**src/design/wat_pkg.sv**
```systemverilog
// Shared types, codes and helpers for the weekly alarm table.
package wat_pkg;

  // Default table depth
  localparam int MAX_ENTRIES_DEF = 16;

  // Fixed field widths
  localparam int HOUR_W    = 5;
  localparam int MINUTE_W  = 6;
  localparam int DAYS_W    = 8;
  localparam int IDX_IN_W  = 4;
  localparam int DAY_W     = 3;
  localparam int CMD_W     = 3;
  localparam int STATUS_W  = 2;
  localparam int OUT_CNT_W = 5;
  localparam int TOD_W     = 11;

  localparam logic [DAYS_W-1:0] DAY_TOP_BIT  = 8'h80;
  localparam logic [TOD_W-1:0]  MIN_PER_HOUR = 11'd60;

  // Command codes
  localparam logic [CMD_W-1:0] CMD_ADD       = 3'd0;
  localparam logic [CMD_W-1:0] CMD_DEL_MATCH = 3'd1;
  localparam logic [CMD_W-1:0] CMD_DEL_INDEX = 3'd2;
  localparam logic [CMD_W-1:0] CMD_MODIFY    = 3'd3;
  localparam logic [CMD_W-1:0] CMD_QUERY     = 3'd4;
  localparam logic [CMD_W-1:0] CMD_READ      = 3'd5;

  // Status codes
  localparam logic [STATUS_W-1:0] STS_OK        = 2'd0;
  localparam logic [STATUS_W-1:0] STS_FULL      = 2'd1;
  localparam logic [STATUS_W-1:0] STS_NOT_FOUND = 2'd2;
  localparam logic [STATUS_W-1:0] STS_RANGE     = 2'd3;

  typedef struct packed {
    logic [HOUR_W-1:0]   hour;
    logic [MINUTE_W-1:0] minute;
    logic [DAYS_W-1:0]   weekdays;
  } entry_t;

  // Per-cycle control broadcast to every cell
  typedef struct packed {
    logic shift;    // rotate the ring by one place
    logic compact;  // cells at or above the target take their neighbor
    logic load;     // the target cell takes the argument entry
  } cell_ctl_t;

  // Minutes since midnight, hour and minute used as given
  function automatic logic [TOD_W-1:0] time_of_day(input logic [HOUR_W-1:0] h,
                                                   input logic [MINUTE_W-1:0] m);
    time_of_day = TOD_W'(h) * MIN_PER_HOUR + TOD_W'(m);
  endfunction

endpackage

```
**src/design/wat_cell.sv**
```systemverilog
// One table cell: holds a single alarm entry and passes it to its neighbor.
module wat_cell
  import wat_pkg::*;
#(
  parameter int POS_W    = 4,
  parameter int CELL_IDX = 0
) (
  input  logic             clk,
  input  cell_ctl_t        ctl,
  input  logic [POS_W-1:0] tgt_pos,
  input  entry_t           arg,
  input  entry_t           nbr_in,
  output entry_t           entry_out
);

  localparam logic [POS_W-1:0] MY_POS = POS_W'(CELL_IDX);

  entry_t entry_r;
  entry_t entry_nxt;

  // Take the neighbor on rotate or on compaction at or above the dropped entry, else load the target
  always_comb begin
    entry_nxt = entry_r;
    if (ctl.shift || (ctl.compact && (MY_POS >= tgt_pos))) begin
      entry_nxt = nbr_in;
    end else if (ctl.load && (MY_POS == tgt_pos)) begin
      entry_nxt = arg;
    end
  end

  always_ff @(posedge clk) begin
    entry_r <= entry_nxt;
  end

  assign entry_out = entry_r;

endmodule

```
**src/design/weekly_alarm_table_unit.sv**
```systemverilog
// Weekly alarm table: ring of entry cells with a scan-and-commit controller.
//
//  channel  | ports                                   | transfer
//  ---------+-----------------------------------------+---------------------------
//  command  | start, busy, in_*                       | start high while busy low
//  result   | out_strobe, out_*                       | out_strobe high, 1 cycle
//
// Every command scans the whole ring: the ring of cells rotates once past the
// head cell, one entry per cycle, while the controller examines it, then a
// commit state writes or compacts the cells as the command needs. The result
// strobes in the cycle after commit, and a new command can be taken in that
// same cycle. Reset clears the entry count and control; cell contents are
// left as they are. The receiver cannot stall the result.
module weekly_alarm_table_unit
  import wat_pkg::*;
#(
  parameter int MAX_ENTRIES = MAX_ENTRIES_DEF
) (
  input  logic                clk,
  input  logic                rst_n,
  input  logic                start,
  output logic                busy,
  input  logic [CMD_W-1:0]    in_command,
  input  logic [HOUR_W-1:0]   in_hour,
  input  logic [MINUTE_W-1:0] in_minute,
  input  logic [DAYS_W-1:0]   in_weekdays,
  input  logic [IDX_IN_W-1:0] in_index,
  input  logic [HOUR_W-1:0]   in_now_hour,
  input  logic [MINUTE_W-1:0] in_now_minute,
  input  logic [DAY_W-1:0]    in_now_weekday,
  output logic                out_strobe,
  output logic [STATUS_W-1:0] out_status,
  output logic                out_found,
  output logic [HOUR_W-1:0]   out_alarm_hour,
  output logic [MINUTE_W-1:0] out_alarm_minute,
  output logic [DAYS_W-1:0]   out_alarm_weekdays,
  output logic [OUT_CNT_W-1:0] out_alarm_count
);

  localparam int CNT_W = $clog2(MAX_ENTRIES + 1);
  localparam int POS_W = (MAX_ENTRIES > 1) ? $clog2(MAX_ENTRIES) : 1;
  localparam int CMP_W = (CNT_W > IDX_IN_W) ? CNT_W : IDX_IN_W;
  localparam logic [CNT_W-1:0] LAST_STEP = CNT_W'(MAX_ENTRIES - 1);
  localparam logic [CNT_W-1:0] FULL_CNT  = CNT_W'(MAX_ENTRIES);

  typedef enum logic [2:0] {
    S_IDLE = 3'b001,
    S_SCAN = 3'b010,
    S_DONE = 3'b100
  } state_t;

  state_t state_r, state_nxt;

  // Command registers
  logic [CMD_W-1:0]    cmd_r;
  entry_t              arg_r;
  logic [IDX_IN_W-1:0] idx_r;
  logic [TOD_W-1:0]    now_t_r;
  logic [DAY_W-1:0]    day_r;

  // Scan state
  logic [CNT_W-1:0] step_r, step_nxt;
  logic [CNT_W-1:0] count_r, count_nxt;
  logic             hit_r, hit_nxt;
  logic [POS_W-1:0] hit_pos_r, hit_pos_nxt;
  logic             found_r, found_nxt;
  entry_t           res_r, res_nxt;
  logic [TOD_W-1:0] best_t_r, best_t_nxt;

  // Result registers
  logic                 out_strobe_r;
  logic [STATUS_W-1:0]  out_status_r, status_nxt;
  logic                 out_found_r;
  entry_t               out_entry_r;
  logic [OUT_CNT_W-1:0] out_count_r;

  // Cell ring
  entry_t           ent [MAX_ENTRIES];
  cell_ctl_t        ctl;
  logic [POS_W-1:0] tgt_pos;
  entry_t           head;
  logic [TOD_W-1:0] head_t;
  logic             in_range, day_on, idx_ok;
  logic [POS_W-1:0] step_pos;
  logic [CMP_W-1:0] idx_ext, cnt_ext, step_ext;

  genvar gi;
  generate
    for (gi = 0; gi < MAX_ENTRIES; gi++) begin : g_cell
      wat_cell #(
        .POS_W   (POS_W),
        .CELL_IDX(gi)
      ) u_cell (
        .clk      (clk),
        .ctl      (ctl),
        .tgt_pos  (tgt_pos),
        .arg      (arg_r),
        .nbr_in   (ent[(gi + 1) % MAX_ENTRIES]),
        .entry_out(ent[gi])
      );
    end
  endgenerate

  assign head     = ent[0];
  assign head_t   = time_of_day(head.hour, head.minute);
  assign step_pos = step_r[POS_W-1:0];
  assign idx_ext  = CMP_W'(idx_r);
  assign cnt_ext  = CMP_W'(count_r);
  assign step_ext = CMP_W'(step_r);
  assign in_range = step_r < count_r;
  assign idx_ok   = idx_ext < cnt_ext;
  assign day_on   = (head.weekdays & (DAY_TOP_BIT >> day_r)) != '0;

  // Examine the head cell during the scan, decide the commit at the end
  always_comb begin
    state_nxt   = state_r;
    step_nxt    = step_r;
    count_nxt   = count_r;
    hit_nxt     = hit_r;
    hit_pos_nxt = hit_pos_r;
    found_nxt   = found_r;
    res_nxt     = res_r;
    best_t_nxt  = best_t_r;
    status_nxt  = STS_OK;
    ctl         = '0;
    tgt_pos     = '0;

    case (state_r)
      S_IDLE: begin
        if (start) begin
          state_nxt = S_SCAN;
          step_nxt  = '0;
          hit_nxt   = 1'b0;
          found_nxt = 1'b0;
          res_nxt   = '0;
        end
      end
      S_SCAN: begin
        ctl.shift = 1'b1;
        step_nxt  = step_r + CNT_W'(1);
        if (step_r == LAST_STEP) begin
          state_nxt = S_DONE;
        end
        if (in_range) begin
          case (cmd_r)
            CMD_DEL_MATCH: begin
              if (!hit_r && (head == arg_r)) begin
                hit_nxt     = 1'b1;
                hit_pos_nxt = step_pos;
              end
            end
            CMD_QUERY: begin
              if (day_on && (head_t > now_t_r) && (!found_r || (head_t < best_t_r))) begin
                found_nxt  = 1'b1;
                best_t_nxt = head_t;
                res_nxt    = head;
              end
            end
            CMD_READ: begin
              if (step_ext == idx_ext) begin
                found_nxt = 1'b1;
                res_nxt   = head;
              end
            end
            default: begin
            end
          endcase
        end
      end
      S_DONE: begin
        state_nxt = S_IDLE;
        case (cmd_r)
          CMD_ADD: begin
            if (count_r >= FULL_CNT) begin
              status_nxt = STS_FULL;
            end else begin
              ctl.load  = 1'b1;
              tgt_pos   = count_r[POS_W-1:0];
              count_nxt = count_r + CNT_W'(1);
            end
          end
          CMD_DEL_MATCH: begin
            if (hit_r) begin
              ctl.compact = 1'b1;
              tgt_pos     = hit_pos_r;
              count_nxt   = count_r - CNT_W'(1);
            end else begin
              status_nxt = STS_NOT_FOUND;
            end
          end
          CMD_DEL_INDEX: begin
            if (idx_ok) begin
              ctl.compact = 1'b1;
              tgt_pos     = idx_ext[POS_W-1:0];
              count_nxt   = count_r - CNT_W'(1);
            end else begin
              status_nxt = STS_RANGE;
            end
          end
          CMD_MODIFY: begin
            if (idx_ok) begin
              ctl.load = 1'b1;
              tgt_pos  = idx_ext[POS_W-1:0];
            end else begin
              status_nxt = STS_RANGE;
            end
          end
          CMD_READ: begin
            if (!idx_ok) begin
              status_nxt = STS_RANGE;
            end
          end
          default: begin
          end
        endcase
      end
      default: begin
        state_nxt = S_IDLE;
      end
    endcase
  end

  // Control state
  always_ff @(posedge clk) begin
    if (!rst_n) begin
      state_r      <= S_IDLE;
      count_r      <= '0;
      out_strobe_r <= 1'b0;
    end else begin
      state_r      <= state_nxt;
      count_r      <= count_nxt;
      out_strobe_r <= (state_r == S_DONE);
    end
  end

  // Hold the command and scan results
  always_ff @(posedge clk) begin
    if ((state_r == S_IDLE) && start) begin
      cmd_r   <= in_command;
      arg_r   <= '{hour: in_hour, minute: in_minute, weekdays: in_weekdays};
      idx_r   <= in_index;
      now_t_r <= time_of_day(in_now_hour, in_now_minute);
      day_r   <= in_now_weekday;
    end
    step_r    <= step_nxt;
    hit_r     <= hit_nxt;
    hit_pos_r <= hit_pos_nxt;
    found_r   <= found_nxt;
    res_r     <= res_nxt;
    best_t_r  <= best_t_nxt;
  end

  // Capture the result at commit
  always_ff @(posedge clk) begin
    if (state_r == S_DONE) begin
      out_status_r <= status_nxt;
      out_found_r  <= found_r;
      out_entry_r  <= res_r;
      out_count_r  <= OUT_CNT_W'(count_nxt);
    end
  end

  assign busy               = (state_r != S_IDLE);
  assign out_strobe         = out_strobe_r;
  assign out_status         = out_status_r;
  assign out_found          = out_found_r;
  assign out_alarm_hour     = out_entry_r.hour;
  assign out_alarm_minute   = out_entry_r.minute;
  assign out_alarm_weekdays = out_entry_r.weekdays;
  assign out_alarm_count    = out_count_r;

  // Count never exceeds the table depth
  a_count_max: assert property (@(posedge clk) disable iff (!rst_n)
    count_r <= FULL_CNT)
    else $error("entry count above table depth");

  // A result follows only a commit cycle
  a_strobe_after_done: assert property (@(posedge clk) disable iff (!rst_n)
    out_strobe |-> $past(state_r == S_DONE))
    else $error("result strobe without commit");

  // An accepted command makes the block busy
  a_busy_after_start: assert property (@(posedge clk) disable iff (!rst_n)
    (start && !busy) |=> busy)
    else $error("command taken without going busy");

  // A full report leaves the table full
  a_full_status: assert property (@(posedge clk) disable iff (!rst_n)
    (out_strobe && (out_status == STS_FULL)) |-> (count_r == FULL_CNT))
    else $error("table full reported with free entries");

  // A found alarm comes only from a query or a read
  a_found_cmd: assert property (@(posedge clk) disable iff (!rst_n)
    (out_strobe && out_found) |-> ((cmd_r == CMD_QUERY) || (cmd_r == CMD_READ)))
    else $error("alarm returned by a non-returning command");

endmodule

```
**config.mk**
```make
export PLATFORM = sky130hd
export DESIGN_NAME = weekly_alarm_table_unit
export DESIGN_NICKNAME = d
export VERILOG_FILES = /design/src/design/wat_pkg.sv /design/src/design/wat_cell.sv /design/src/design/weekly_alarm_table_unit.sv
export SDC_FILE = /design/constraint.sdc
export NUM_CORES = 1
export LEC_CHECK = 0
export BUFFER_PORTS_ARGS = -buffer_cell sky130_fd_sc_hd__buf_4
export CORE_MARGIN = 8
export CORE_UTILIZATION = 45
export CTS_BUF_LIST = sky130_fd_sc_hd__clkbuf_8
export CTS_CLUSTER_SIZE = 25
export DETAILED_ROUTE_END_ITERATION = 10
export GPL_ROUTABILITY_DRIVEN = 0
export PLACE_DENSITY_LB_ADDON = 0.2
export SLEW_MARGIN = 10
export SYNTH_ARGS = -nofsm -noshare
export SYNTH_HDL_FRONTEND = slang
export SYNTH_HIERARCHICAL = 1
export SYNTH_SLANG_ARGS = --single-unit
```
**constraint.sdc**
```tcl
create_clock -name clk -period 10.2 [get_ports clk]
set_clock_uncertainty 0.1 [all_clocks]
set_input_delay 2.55 -clock clk [delete_from_list [all_inputs] [get_ports clk]]
set_output_delay 2.55 -clock clk [all_outputs]
set_load 0.1 [all_outputs]
```
## After elaboration in Yosys (flattened, before gate mapping)

Cells that the tools add are included.

- Output and inout port bits: 29
- Memories kept: 0
- ROM bits: 0
- Bits in latches: 0
- Bits in writable memories: 0
- Word-level logic and storage cells: 294
- Flip-flop bits (word level): 421
- Bits of input ports: 43

- Add/subtract/negate cells: 5
- Bitwise gates (word level): 1
- Div/mod/pow operators: 0
- Reductions and logical operators: 83
- Shift operators: 1
- Magnitude comparators: 21
- Equality and inequality tests: 35
- Mux-type cells: 74
- Multiply operators: 2

Operators with widths:

| operator | count |
|---|---|
| $mux W19 | 36 |
| $pmux W19 S2 | 2 |
| $logic_and A1 B1 Y1 | 36 |
| $reduce_bool A2 Y1 | 17 |
| $eq A4 B4 Y1 const A | 8 |
| $ge A4 B4 Y1 const A | 8 |
| $mux W5 | 5 |
| $add A11 B6 Y11 | 2 |
| $eq A19 B19 Y1 | 1 |
| $mul A5 B4 Y9 const B | 2 |
| $logic_or A1 B1 Y1 | 17 |
| $eq A3 B4 Y1 const A | 4 |
| $ge A3 B4 Y1 const A | 4 |
| $mux W4 | 4 |
| $pmux W5 S3 | 1 |
| $mux W1 | 12 |
| $pmux W4 S3 | 1 |
| $gt A11 B11 Y1 | 1 |
| $lt A11 B11 Y1 | 1 |
| $add A5 B1 Y5 const B | 2 |
| $ne A2 B2 Y1 const B | 5 |
| $pmux W1 S2 | 5 |
| $pmux W5 S2 | 1 |
| $eq A3 B2 Y1 const B | 3 |
| other kinds (31) | 44 |

## Longest topological paths before layout

Gate-level depths: netlist (run 1).

- Depth in word-level cells: 9
- Depth in mapped cells: 17
- Gate-level depth less buffers: 17

## Modules after synthesis

The synthesis (run 1) kept the hierarchy.

Modules (own cells, without submodules):

| module | cells each | times used | area each (µm²) | seq. area each (µm²) |
|---|---|---|---|---|
| weekly_alarm_table_unit | 546 | 1 | 6638.9 | 3423.3 |
| wat_cell (g_cell[0].u_cell ...) | 43 | 2 | 890.9 | 570.5 |
| wat_cell (g_cell[12].u_cell ...) | 43 | 2 | 888.4 | 570.5 |
| wat_cell (g_cell[15].u_cell ...) | 44 | 2 | 830.8 | 570.5 |
| wat_cell (g_cell[3].u_cell) | 110 | 1 | 1222.4 | 570.5 |
| wat_cell (g_cell[11].u_cell) | 90 | 1 | 1004.7 | 570.5 |
| wat_cell (g_cell[6].u_cell) | 46 | 1 | 927.1 | 570.5 |
| wat_cell (g_cell[4].u_cell) | 45 | 1 | 912.1 | 570.5 |
| wat_cell (g_cell[8].u_cell) | 44 | 1 | 912.1 | 570.5 |
| wat_cell (g_cell[1].u_cell) | 44 | 1 | 905.9 | 570.5 |
| wat_cell (g_cell[9].u_cell) | 44 | 1 | 904.6 | 570.5 |
| wat_cell (g_cell[10].u_cell) | 46 | 1 | 857.1 | 570.5 |
| wat_cell (g_cell[5].u_cell) | 45 | 1 | 849.6 | 570.5 |
| wat_cell (g_cell[13].u_cell) | 44 | 1 | 832.0 | 570.5 |

## Worst setup path before layout (run 1)

Ideal clock, no wire load.

- Kind: register -> register
- Start: register state_r[0]
- End: register g_cell[4].u_cell.entry_r (netlist bit g_cell[4].u_cell/entry_out[0]), enable pin
- Stages on the path, launching flop included: 6
- Clock period less this slack: 6.103 ns
- Slack: 4.097 ns
- Arrival time: 5.554 ns
- Data required time: 9.650 ns
- Library setup time: 0.450 ns
- Buffers on the path: 0
- Cell sequence: dfxtp_1 nor3b_2 nand2b_1 a21oi_1 nand2_1 o41ai_1

- Longest elaborated chain between the ends: 6
- Elaborated cells between the ends (all ways): 11
- Those cells by class: order compare: 1; eq/ne: 3; mux: 3; reduce/logical: 4

Ends and longest elaborated chain:

| element | line | text |
|---|---|---|
| from (decl) | weekly_alarm_table_unit.sv:52 | `state_t state_r, state_nxt;` |
| from (signal assigned) | weekly_alarm_table_unit.sv:230 | `state_r <= state_nxt;` |
| $eq A3 B3 Y1 * | weekly_alarm_table_unit.sv:128 | `case (state_r)` |
| $mux W4 * | weekly_alarm_table_unit.sv:128 |  |
| via tgt_pos[2] | weekly_alarm_table_unit.sv:80 | `logic [POS_W-1:0] tgt_pos;` |
| $ge A3 B4 Y1 | wat_cell.sv:24 | `if (ctl.shift \|\| (ctl.compact && (MY_POS >= tgt_pos))) begin` |
| $logic_and A1 B1 Y1 | wat_cell.sv:24 |  |
| $logic_or A1 B1 Y1 | wat_cell.sv:24 |  |
| $reduce_bool A2 Y1 (no line) * | n/a |  |
| to (signal assigned) | wat_cell.sv:32 | `entry_r <= entry_nxt;` |
| to (decl) | wat_cell.sv:18 | `entry_t entry_r;` |

The timed path passes the listed nets; every way through them passes the cells marked *.
A chain may end at the register's enable or synchronous reset.

## Final worst setup path (run 1)

- Start: register g_cell[0].u_cell.entry_r (netlist bit g_cell[0].u_cell/entry_out[14])
- End: register res_r[6] (netlist name), enable pin

- Longest elaborated chain between the ends: 7
- Elaborated cells between the ends (all ways): 9
- Those cells by class: add/sub: 1; mul: 1; order compare: 2; eq/ne: 1; reduce/logical: 4

Ends and longest elaborated chain:

| element | line | text |
|---|---|---|
| from (decl) | wat_cell.sv:18 |  |
| from (signal assigned) | wat_cell.sv:32 |  |
| $mul A5 B4 Y9 * | wat_pkg.sv:51 | `time_of_day = TOD_W'(h) * MIN_PER_HOUR + TOD_W'(m);` |
| $add A11 B6 Y11 * | wat_pkg.sv:51 |  |
| via head_t[10] | weekly_alarm_table_unit.sv:82 | `logic [TOD_W-1:0] head_t;` |
| $gt A11 B11 Y1 / $lt A11 B11 Y1 (equally long branches) | weekly_alarm_table_unit.sv:153 | `if (day_on && (head_t > now_t_r) && (!found_r \|\| (head_t < best_t_r))) begin` |
| $logic_and A1 B1 Y1 / $logic_or A1 B1 Y1 (equally long branches) | weekly_alarm_table_unit.sv:153 |  |
| $logic_and A1 B1 Y1 * | weekly_alarm_table_unit.sv:153 |  |
| $ne A3 B3 Y1 (no line) * | n/a |  |
| $reduce_and A6 Y1 (no line) * | n/a |  |
| to (signal assigned) | weekly_alarm_table_unit.sv:249 | `res_r <= res_nxt;` |
| to (decl) | weekly_alarm_table_unit.sv:67 | `entry_t res_r, res_nxt;` |

Marks and branches as above.

==> results.cfg, run 1 <==
[critical_path]
worstPathMaxFanout = 20
worstPathArrival_ns = 6.05
crit_path_start_kind = register
critPathRequiredTime_ns = 10.34
critPathCaptureType = register
critPathKind = register to register

[pwr]
finalPower_mw = 3.81
peakVddDrop_uv = 111
p_leak_nw = 9.05
power_density_nw_per_um2 = 161

[floorplan]
start_util_pct = 45.5
core_area_um2 = 46600
dieArea_um2 = 54300
die_w_um = 233
rows = 79
ios = 72
dieHeight_um = 233

[hold_path]
min_path_type = register to register

[sta]
worst_pin_slew_ns = 1.27
fmax_mhz = 169
min_period_ns = 5.91
rsz0062_at_grt = no
timing.hold.ws_ns = 0.320
setup_tns_ns = 0
fin_crit_sh_pct = 57.9
slew_headroom_pct = 15.5
report.final.slew_viol_count = 0
setup_slack_ns = 4.29
finalHoldViolations = 0
setup_viol = 0

[global_routing]
grt_pass1_wl_um = 74500
overflow = 0
antenna_found_initial = 1
grt_pass1_vias = 12400
grt_max_degree = 61
grt_use_total_pct = 17.9

[run_status]
status = finished clean

[logic_synthesis]
syn_area_um2 = 21200
ys_ff_latch = 421
synth_edf_count = 412
yosysWarnings = 6
syn_nets = 1488
ys_types = 83
syn_area_per_cell_um2 = 15.5
synth-main-ff-cell = edfxtp_1
synthCells = 1364
ys_seq_area_share_pct = 59.2
async_reset_ff_share_pct = 0

[routing]
ant_nets = 0
drc_errors = 0
finalWirelength_um = 48700
drt-initial-drc-count = 829
wl_per_cell_um = 22.6
drtPass1Iterations = 6
dr_total_vias = 12000
via_per_inst = 5.56

[layout]
layout_common_cells = edfxtp_1, mux2_4, mux2_2
final_area_um2 = 23700
drive_above_1_share_pct = 33.2
mostFrequentLayoutCell = edfxtp_1
area_delta_synth_final_pct = 11.7
layout.nets = 1619
fill_cells = 3887
antenna_cells = 0
finalNonFillerCells = 2157
final_core_util_pct = 50.8

[cts]
post_cts_buffers = 0
htree_levels = 3
clk_latency_ns = 0.65
cts-hold-fix-buffers = 0
cts.sinks = 421
clk_pin_slew_ns = 0.06
cts-root-buf = clkbuf_8
numCtsBuffers = 73
cts_repair_resize_count = 0
tritoncts = yes
cts_buffer_depth = 3

[placed_design]
place_ws_ns = 4.32
placed_cells = 2027
dpl.hpwl_um = 30000
placed_area_um2 = 22400
port_buffers = 71

[job]
cap_violations = 0
[registers in the layout, summed over array words and instances (netlist names), 4 cells and up]
signal,flops
cnt_ext,5
hit_pos_r,4
step_ext,5
arg_r,19
now_t_r,11
g_cell.u_cell/entry_out,304
idx_r,4
best_t_r,11
out_alarm_weekdays,8
out_alarm_count,5
out_alarm_minute,6
res_r,19
out_alarm_hour,5
[layer usage]
layer | global-route usage, % | vias to the layer above | part of all wire, %
met4 | 5.96 | 0 | 2.6
met1 | 24.6 | 6070 | 45
met2 | 27.6 | 387 | 46
met5 | 0 | - | 0
li1 | - | 5466 | -
met3 | 4.36 | 77 | 6.3
[final cells by class]
type / instances / area, µm² / share of cell area [%]
Multi-Input combinational cell: 799 / 7900 / 33.4
Tap cell: 607 / 759 / 3.21
Inverter: 91 / 343 / 1.45
Timing Repair Buffer: 109 / 818 / 3.46
Sequential cell: 421 / 12600 / 53.0
Clock buffer: 74 / 1020 / 4.30
Clock inverter: 56 / 275 / 1.16
[Yosys cell counts (all sizes together), types with 2 or more instances]
master   instances  area [µm²]
a21o            12        95.1
and2            18         113
nand2b          28         180
o211ai          21         163
nor2            30         118
a22oi            5        37.5
edfxtp         412       12400
a31oi            7        80.1
mux2           266        3510
or4              2        15.0
a211o            2        17.5
nand2           44         168
dfxtp            9         180
nor3            10        55.1
xnor2           22         193
o21bai           5        37.5
and3             3        18.8
nor3b            3        43.8
o41ai            2        17.5
nand4            9        62.6
a21oi           42         289
nand3           21         110
fa              16         320
inv             90         338
clkbuf          13        52.6
a211oi           9        72.6
o21ai           42         214
o32ai           22         193
ha              65         813
nand4bb         19         214
nor2b            8        57.6
xor2            27         236
mux4             2        45.0
buf             40         434
nor4             8        65.1
o31ai            3        27.5
nand4b           3        26.3
and3b            3        26.3
o22ai            3        18.8
[critical path, cell delays in order, from the launching register on]
cell,delay (ns)
edfxtp_1,0.50
fa_1,0.61
inv_1,0.07
fa_1,0.47
fa_1,0.51
inv_1,0.04
ha_1,0.31
o21ai_0,0.09
nand2_1,0.10
and3b_1,0.20
nand3_1,0.10
xnor2_1,0.27
ha_1,0.31
a21oi_1,0.15
nand2_1,0.07
a211oi_1,0.21
o311ai_0,0.36
a21oi_2,1.02
[report_power, final]
part	switching (mW)	total (mW)	internal (mW)
combinational	0.221	0.418	0.197
sequential	0.0298	2.00	1.97
clock	0.691	1.39	0.704
total	0.941	3.81	2.87
[cell families after synthesis]
family,share of synthesized area (%)
muxes,16.8
xor gates and xnor gates,2.03
adders and majority gates,5.35
AOI/OAI and AO/OA,6.45
buffers and inverters,3.91
and+or+nand+nor,6.21
DFF,59.2
[final timing paths]
kind	start	end	slack [ns]	cells after the start
worst max-delay path	g_cell[0].u_cell/entry_out[14]$_DFFE_PP_	res_r[6]$_SDFFCE_PN0P_	4.29	17
worst min-delay path	res_r[4]$_SDFFCE_PN0P_	out_alarm_weekdays[4]$_DFFE_PP_	0.32	0
worst max register to register	g_cell[0].u_cell/entry_out[14]$_DFFE_PP_	res_r[6]$_SDFFCE_PN0P_	4.29	17
worst min register to register	res_r[4]$_SDFFCE_PN0P_	out_alarm_weekdays[4]$_DFFE_PP_	0.32	0
No activity file was read; power rests on OpenSTA's default activity.
==> inputs of run 2 (changes only) <==
==> constraint.sdc (replaced) <==
create_clock -name clk -period 5.4 [get_ports clk]
set_clock_uncertainty 0.1 [all_clocks]
set_input_delay 1.35 -clock clk [delete_from_list [all_inputs] [get_ports clk]]
set_output_delay 1.35 -clock clk [all_outputs]
set_load 0.1 [all_outputs]
==> run 2 against run 1 <==
Utilization increased by 0.67 points. Sequential cell count unchanged. Largest power group unchanged. Largest cell class unchanged. Critical path type unchanged. Power increased by 93%. Critical path depth increased by 1.
==> results.cfg, run 2 (synthesized netlist as in run 1, its figures left out) <==
[sta]
slew_headroom_pct = 25.3
fin_crit_sh_pct = 95.2
worst_pin_slew_ns = 1.12
finalHoldViolations = 0
report.final.slew_viol_count = 0
min_period_ns = 5.14
fmax_mhz = 195
setup_tns_ns = 0
setup_viol = 0
rsz0062_at_grt = no

[routing]
drtPass1Iterations = 5
drc_errors = 0
wl_met3_um = 3110
wl_met1_um = 21700
met2_length_um = 22300
dr.max_layer_used = met4
dr_total_vias = 12000
ant_nets = 0
drt-initial-drc-count = 1022
via_per_inst = 5.48
finalWirelength_um = 48300
wl_per_cell_um = 22.1

[global_routing]
antenna_found_initial = 0
overflow = 0
grt_pass1_wl_um = 74300
grt_use_total_pct = 17.9
grt_pass1_vias = 12200
grt_max_degree = 46

[critical_path]
worstPathArrival_ns = 5.39
worstPathMaxFanout = 6
critPathRequiredTime_ns = 5.65
crit_path_start_kind = register
critPathKind = register to register
reg2reg_depth = 18
critPathCaptureType = register

[cts]
tritoncts = yes
cts-root-buf = clkbuf_8
numCtsBuffers = 75
cts.sinks = 421
htree_levels = 3
clk_pin_slew_ns = 0.06
clk_latency_ns = 0.64
cts_buffer_depth = 3

[floorplan]
rows = 79
ios = 72
dieArea_um2 = 54300
core_area_um2 = 46600
die_w_um = 233
dieHeight_um = 233
start_util_pct = 45.5

[run_status]
status = finished clean

[layout]
layout.nets = 1645
drive_above_1_share_pct = 34.9
final_core_util_pct = 51.5
antenna_cells = 0
layout_common_cells = edfxtp_1, mux2_4, buf_4
largest_register_ffs = 304
final_area_um2 = 24000
fill_cells = 3861
mostFrequentLayoutCell = edfxtp_1
area_delta_synth_final_pct = 13.2

[pwr]
p_sw_share_pct = 24.4
p_int_mw = 5.58
finalPower_mw = 7.38
clkPwrFrac_pct = 38.0
seq_power_share_pct = 51.3
switching_power_mw = 1.80
peakVddDrop_uv = 216
p_leak_nw = 9.25
combPwrFrac_pct = 10.7
power_density_nw_per_um2 = 308

[placed_design]
dpl.hpwl_um = 30700
placed_area_um2 = 22500
port_buffers = 71

[hold_path]
whs_path_depth = 0
min_path_type = register to register

[job]
cap_violations = 0
run 2: cell types whose count changed in the layout (fill, tap and decap cells not counted), moves of 2 or more:
cell	change
clkinv_4	+2
inv_1	-2
xnor2_2	+2
clkinv_2	+2
inv_6	-2
xnor2_1	-2
inv_8	+2
clkbuf_8	+6
clkinvlp_4	-3
buf_4	+24
run 2: worst max-delay path, cell delays in order (launching register included):
cell      delay (ns)
edfxtp_1        0.45
fa_1            0.57
inv_1           0.06
fa_1            0.54
inv_1           0.06
ha_1            0.30
a211oi_1        0.30
o21bai_1        0.13
a21oi_1         0.18
xnor2_1         0.21
nand3_1         0.17
xnor2_2         0.27
ha_1            0.30
a21oi_1         0.15
nand2_1         0.09
a211oi_2        0.24
o311ai_2        0.20
nor4_2          0.28
buf_4           0.23
run 2: cell type report:
type	instances	area [µm²]	share of cell area, %
Timing Repair Buffer	133	998	4.16
Tap cell	607	759	3.17
Clock buffer	80	1100	4.59
Inverter	91	343	1.43
Sequential cell	421	12600	52.4
Clock inverter	57	312	1.30
Multi-Input combinational cell	799	7910	33.0
run 2: path summary, 6_finish.rpt:
| check | slack (ns) | from | to |
|---|---|---|---|
| hold reg to reg | 0.31 | res_r[7]$_SDFFCE_PN0P_ | out_alarm_weekdays[7]$_DFFE_PP_ |
| hold / removal | 0.31 | res_r[7]$_SDFFCE_PN0P_ | out_alarm_weekdays[7]$_DFFE_PP_ |
| setup / recovery | 0.26 | g_cell[0].u_cell/entry_out[15]$_DFFE_PP_ | best_t_r[10]$_DFFE_PP_ |
| setup reg to reg | 0.26 | g_cell[0].u_cell/entry_out[15]$_DFFE_PP_ | best_t_r[10]$_DFFE_PP_ |
run 2: per-layer routing:
layer,track usage (%),vias to the layer above
met3,4.38,82
li1,-,5528
met1,24.5,6027
met4,5.73,0
met5,0,-
met2,27.8,361
run 2: stage by stage:
stage / setup WS, ns / hold slack (ns) / cells
2_1_floorplan: 0.190 / 0.300 / 1364
3_3_place_gp: 0.132 / 0.306 / 2045
3_5_place_dp: 0.0309 / 0.305 / 2045
4_1_cts: 0.0115 / 0.308 / 2182
5_1_grt: 0.0381 / 0.325 / 2188
6_report: 0.259 / 0.310 / 2188
run 2: timing repair:
| item | CTS | global route |
|---|---|---|
| setup endpoints to repair | 0 | 31 |
| setup buffers | 0 | 5 |
| gates resized for setup | 0 | 8 |
| hold buffers | 0 | 0 |
run 2: power by group through the flow:
stage / clock network [mW] / logic (mW) / registers (mW)
final: 2.81 / 0.789 / 3.78
after global routing: 3.03 / 0.870 / 3.79
after CTS: 2.89 / 0.788 / 3.79
after detailed placement: 0 / 0.782 / 3.85
after global placement: 0 / 0.767 / 3.85
after floorplan: 0 / 0.561 / 3.84
==> inputs of run 3 (changes only) <==
--- a/config.mk
+++ b/config.mk
@@ -6,6 +6,7 @@
 export NUM_CORES = 1
 export LEC_CHECK = 0
 export BUFFER_PORTS_ARGS = -buffer_cell sky130_fd_sc_hd__buf_4
+export CORE_ASPECT_RATIO = 1.25
 export CORE_MARGIN = 8
 export CORE_UTILIZATION = 45
 export CTS_BUF_LIST = sky130_fd_sc_hd__clkbuf_8
@@ -13,6 +14,7 @@
 export DETAILED_ROUTE_END_ITERATION = 10
 export GPL_ROUTABILITY_DRIVEN = 0
 export PLACE_DENSITY_LB_ADDON = 0.2
+export SKIP_CTS_REPAIR_TIMING = 1
 export SLEW_MARGIN = 10
 export SYNTH_ARGS = -nofsm -noshare
 export SYNTH_HDL_FRONTEND = slang
==> constraint.sdc (replaced) <==
create_clock -name clk -period 6.66 [get_ports clk]
set_clock_uncertainty 0.1 [all_clocks]
set_input_delay 1.665 -clock clk [delete_from_list [all_inputs] [get_ports clk]]
set_output_delay 1.665 -clock clk [all_outputs]
set_load 0.1 [all_outputs]
==> run 3 against run 2 <==
Register-to-register slack gained 1.2 ns. Via count shrank 3.2%. Global-route usage shrank 0.89 points. First-iteration DRC count shrank 27%. Cell count shrank 0.87%. Cell area shrank 1.5%. Wire length shrank 4.3%. Clock power shrank 25%. Sequential cell count is the same. Count of clock-buffer cells in the layout shrank 7. Power shrank 21%. Worst setup slack gained 1.2 ns. Critical endpoint is now best_t_r[4]$_DFFE_PP_. Largest cell class unchanged. Highest routed layer unchanged.
==> results.cfg, run 3 (synthesized netlist as in run 1, its figures left out) <==
[run_status]
status = finished clean

[layout]
multiInputGateArea_um2 = 7880
layout_common_cells = edfxtp_1, mux2_4, mux2_2
layout.nets = 1610
drive_above_1_share_pct = 33.4
area_delta_synth_final_pct = 11.4
mostFrequentLayoutCell = edfxtp_1
antenna_cells = 0
largest_register_ffs = 304
regArea_um2 = 12600
fill_cells = 3897
finalNonFillerCells = 2169

[critical_path]
worstPathMaxFanout = 11
critPathCaptureType = register
r2r_setup_slack_ns = 1.47
cp_slowest_cell = fa_1
crit_path_start_kind = register
worstPathArrival_ns = 5.40
cpPeakStageDelay_ns = 0.51
critPathRequiredTime_ns = 6.87
critPathKind = register to register
cp_cell_sequence = inv_1 > fa_1 > fa_1 > inv_1 > ha_1 > nor2b_1 > nor3_1 > nor2_1 > a21oi_1 > nand3_1 > xnor2_1 > ha_1 > nand4_1 > nor3_1 > a211oi_1 > o311ai_0 > nor4_2 > buf_4

[routing]
drt-initial-drc-count = 748
dr_total_vias = 11600
drc_errors = 0
finalWirelength_um = 46200
via_per_inst = 5.36
ant_nets = 0
wl_per_cell_um = 21.3
drtPass1Iterations = 5

[pwr]
combPwrFrac_pct = 10.3
p_leak_nw = 8.95
p_sw_share_pct = 24.0
switching_power_mw = 1.39
seq_power_share_pct = 53.2
p_int_mw = 4.41
clkPwrFrac_pct = 36.5
power_density_nw_per_um2 = 246
peakVddDrop_uv = 173

[cts]
tritoncts = yes
clk_pin_slew_ns = 0.06
clk_latency_ns = 0.62
numCtsBuffers = 71
cts.sinks = 421
cts_buffer_depth = 3
htree_levels = 3
cts-root-buf = clkbuf_8

[global_routing]
overflow = 0
grt_pass1_vias = 12000
grt_use_total_pct = 17.0
grt_pass1_wl_um = 72000
grt_max_degree = 62
antenna_found_initial = 0

[sta]
report.final.slew_viol_count = 0
setup_tns_ns = 0
fmax_mhz = 193
rsz0062_at_grt = no
fin_crit_sh_pct = 77.9
min_period_ns = 5.19
worst_pin_slew_ns = 1.14
slew_headroom_pct = 24.2
finalHoldViolations = 0
setup_viol = 0

[placed_design]
port_buffers = 71
placed_cells = 2050
dpl.hpwl_um = 29400

[floorplan]
rows = 89
die_w_um = 210
dieArea_um2 = 54300
dieHeight_um = 259
start_util_pct = 45.2
core_area_um2 = 46900
ios = 72

[job]
cap_violations = 0

[hold_path]
min_path_type = register to register
## run 3: stage by stage
step | worst slack (ns) | cell area, µm² | util, % | total power [mW] | hold slack, ns
global route | 1.02 | 23600 | 50.4 | 6.06 | 0.330
detailed placement | 1.43 | 22300 | 47.7 | 3.74 | 0.310
floorplan | 0.557 | 21200 | - | 3.57 | 0.300
CTS | 1.43 | 23600 | 50.4 | 5.88 | 0.325
finish | 1.47 | 23600 | 50.4 | 5.81 | 0.320
global placement | 1.55 | 22300 | 47.7 | 3.73 | 0.307
## run 3: layer usage
| layer | GRT usage (%) | up-vias | part of all wire, % |
|---|---|---|---|
| met5 | 0 | - | 0 |
| met4 | 6.59 | 0 | 2.7 |
| met2 | 28.3 | 281 | 49 |
| li1 | - | 5425 | - |
| met1 | 21.9 | 5844 | 44 |
| met3 | 3.18 | 69 | 4.3 |
## run 3: final timing paths
kind,cells past startpoint,end,start
worst min register to register,0,out_alarm_minute[1]$_DFFE_PP_,res_r[9]$_SDFFCE_PN0P_
worst max-delay path,18,best_t_r[4]$_DFFE_PP_,g_cell[0].u_cell/entry_out[17]$_DFFE_PP_
worst min-delay path,0,out_alarm_minute[1]$_DFFE_PP_,res_r[9]$_SDFFCE_PN0P_
worst max register to register,18,best_t_r[4]$_DFFE_PP_,g_cell[0].u_cell/entry_out[17]$_DFFE_PP_
## run 3: power by group through the flow
stage	Combinational, mW	Sequential, mW	Clock [mW]
after CTS	0.605	3.09	2.19
after floorplan	0.454	3.11	0
after global routing	0.663	3.10	2.30
after global placement	0.591	3.14	0
final	0.600	3.09	2.12
after detailed placement	0.598	3.14	0
## run 3: final cells by class
class                           count  share of cell area (%)
Sequential cell                   421                    53.2
Multi-Input combinational cell    799                    33.4
Clock buffer                       73                    4.26
Tap cell                          637                    3.38
Timing Repair Buffer              102                    3.24
Inverter                           91                    1.45
Clock inverter                     46                    1.10
## run 3: critical path: cells and delay by family (launching register included)
family / cells / cell delay (ns)
flops: 1 / 0.48
xor+xnor: 1 / 0.32
fa+ha+maj: 4 / 1.65
compound gates: 3 / 0.72
simple gates: 7 / 1.05
buf+inv: 3 / 0.52
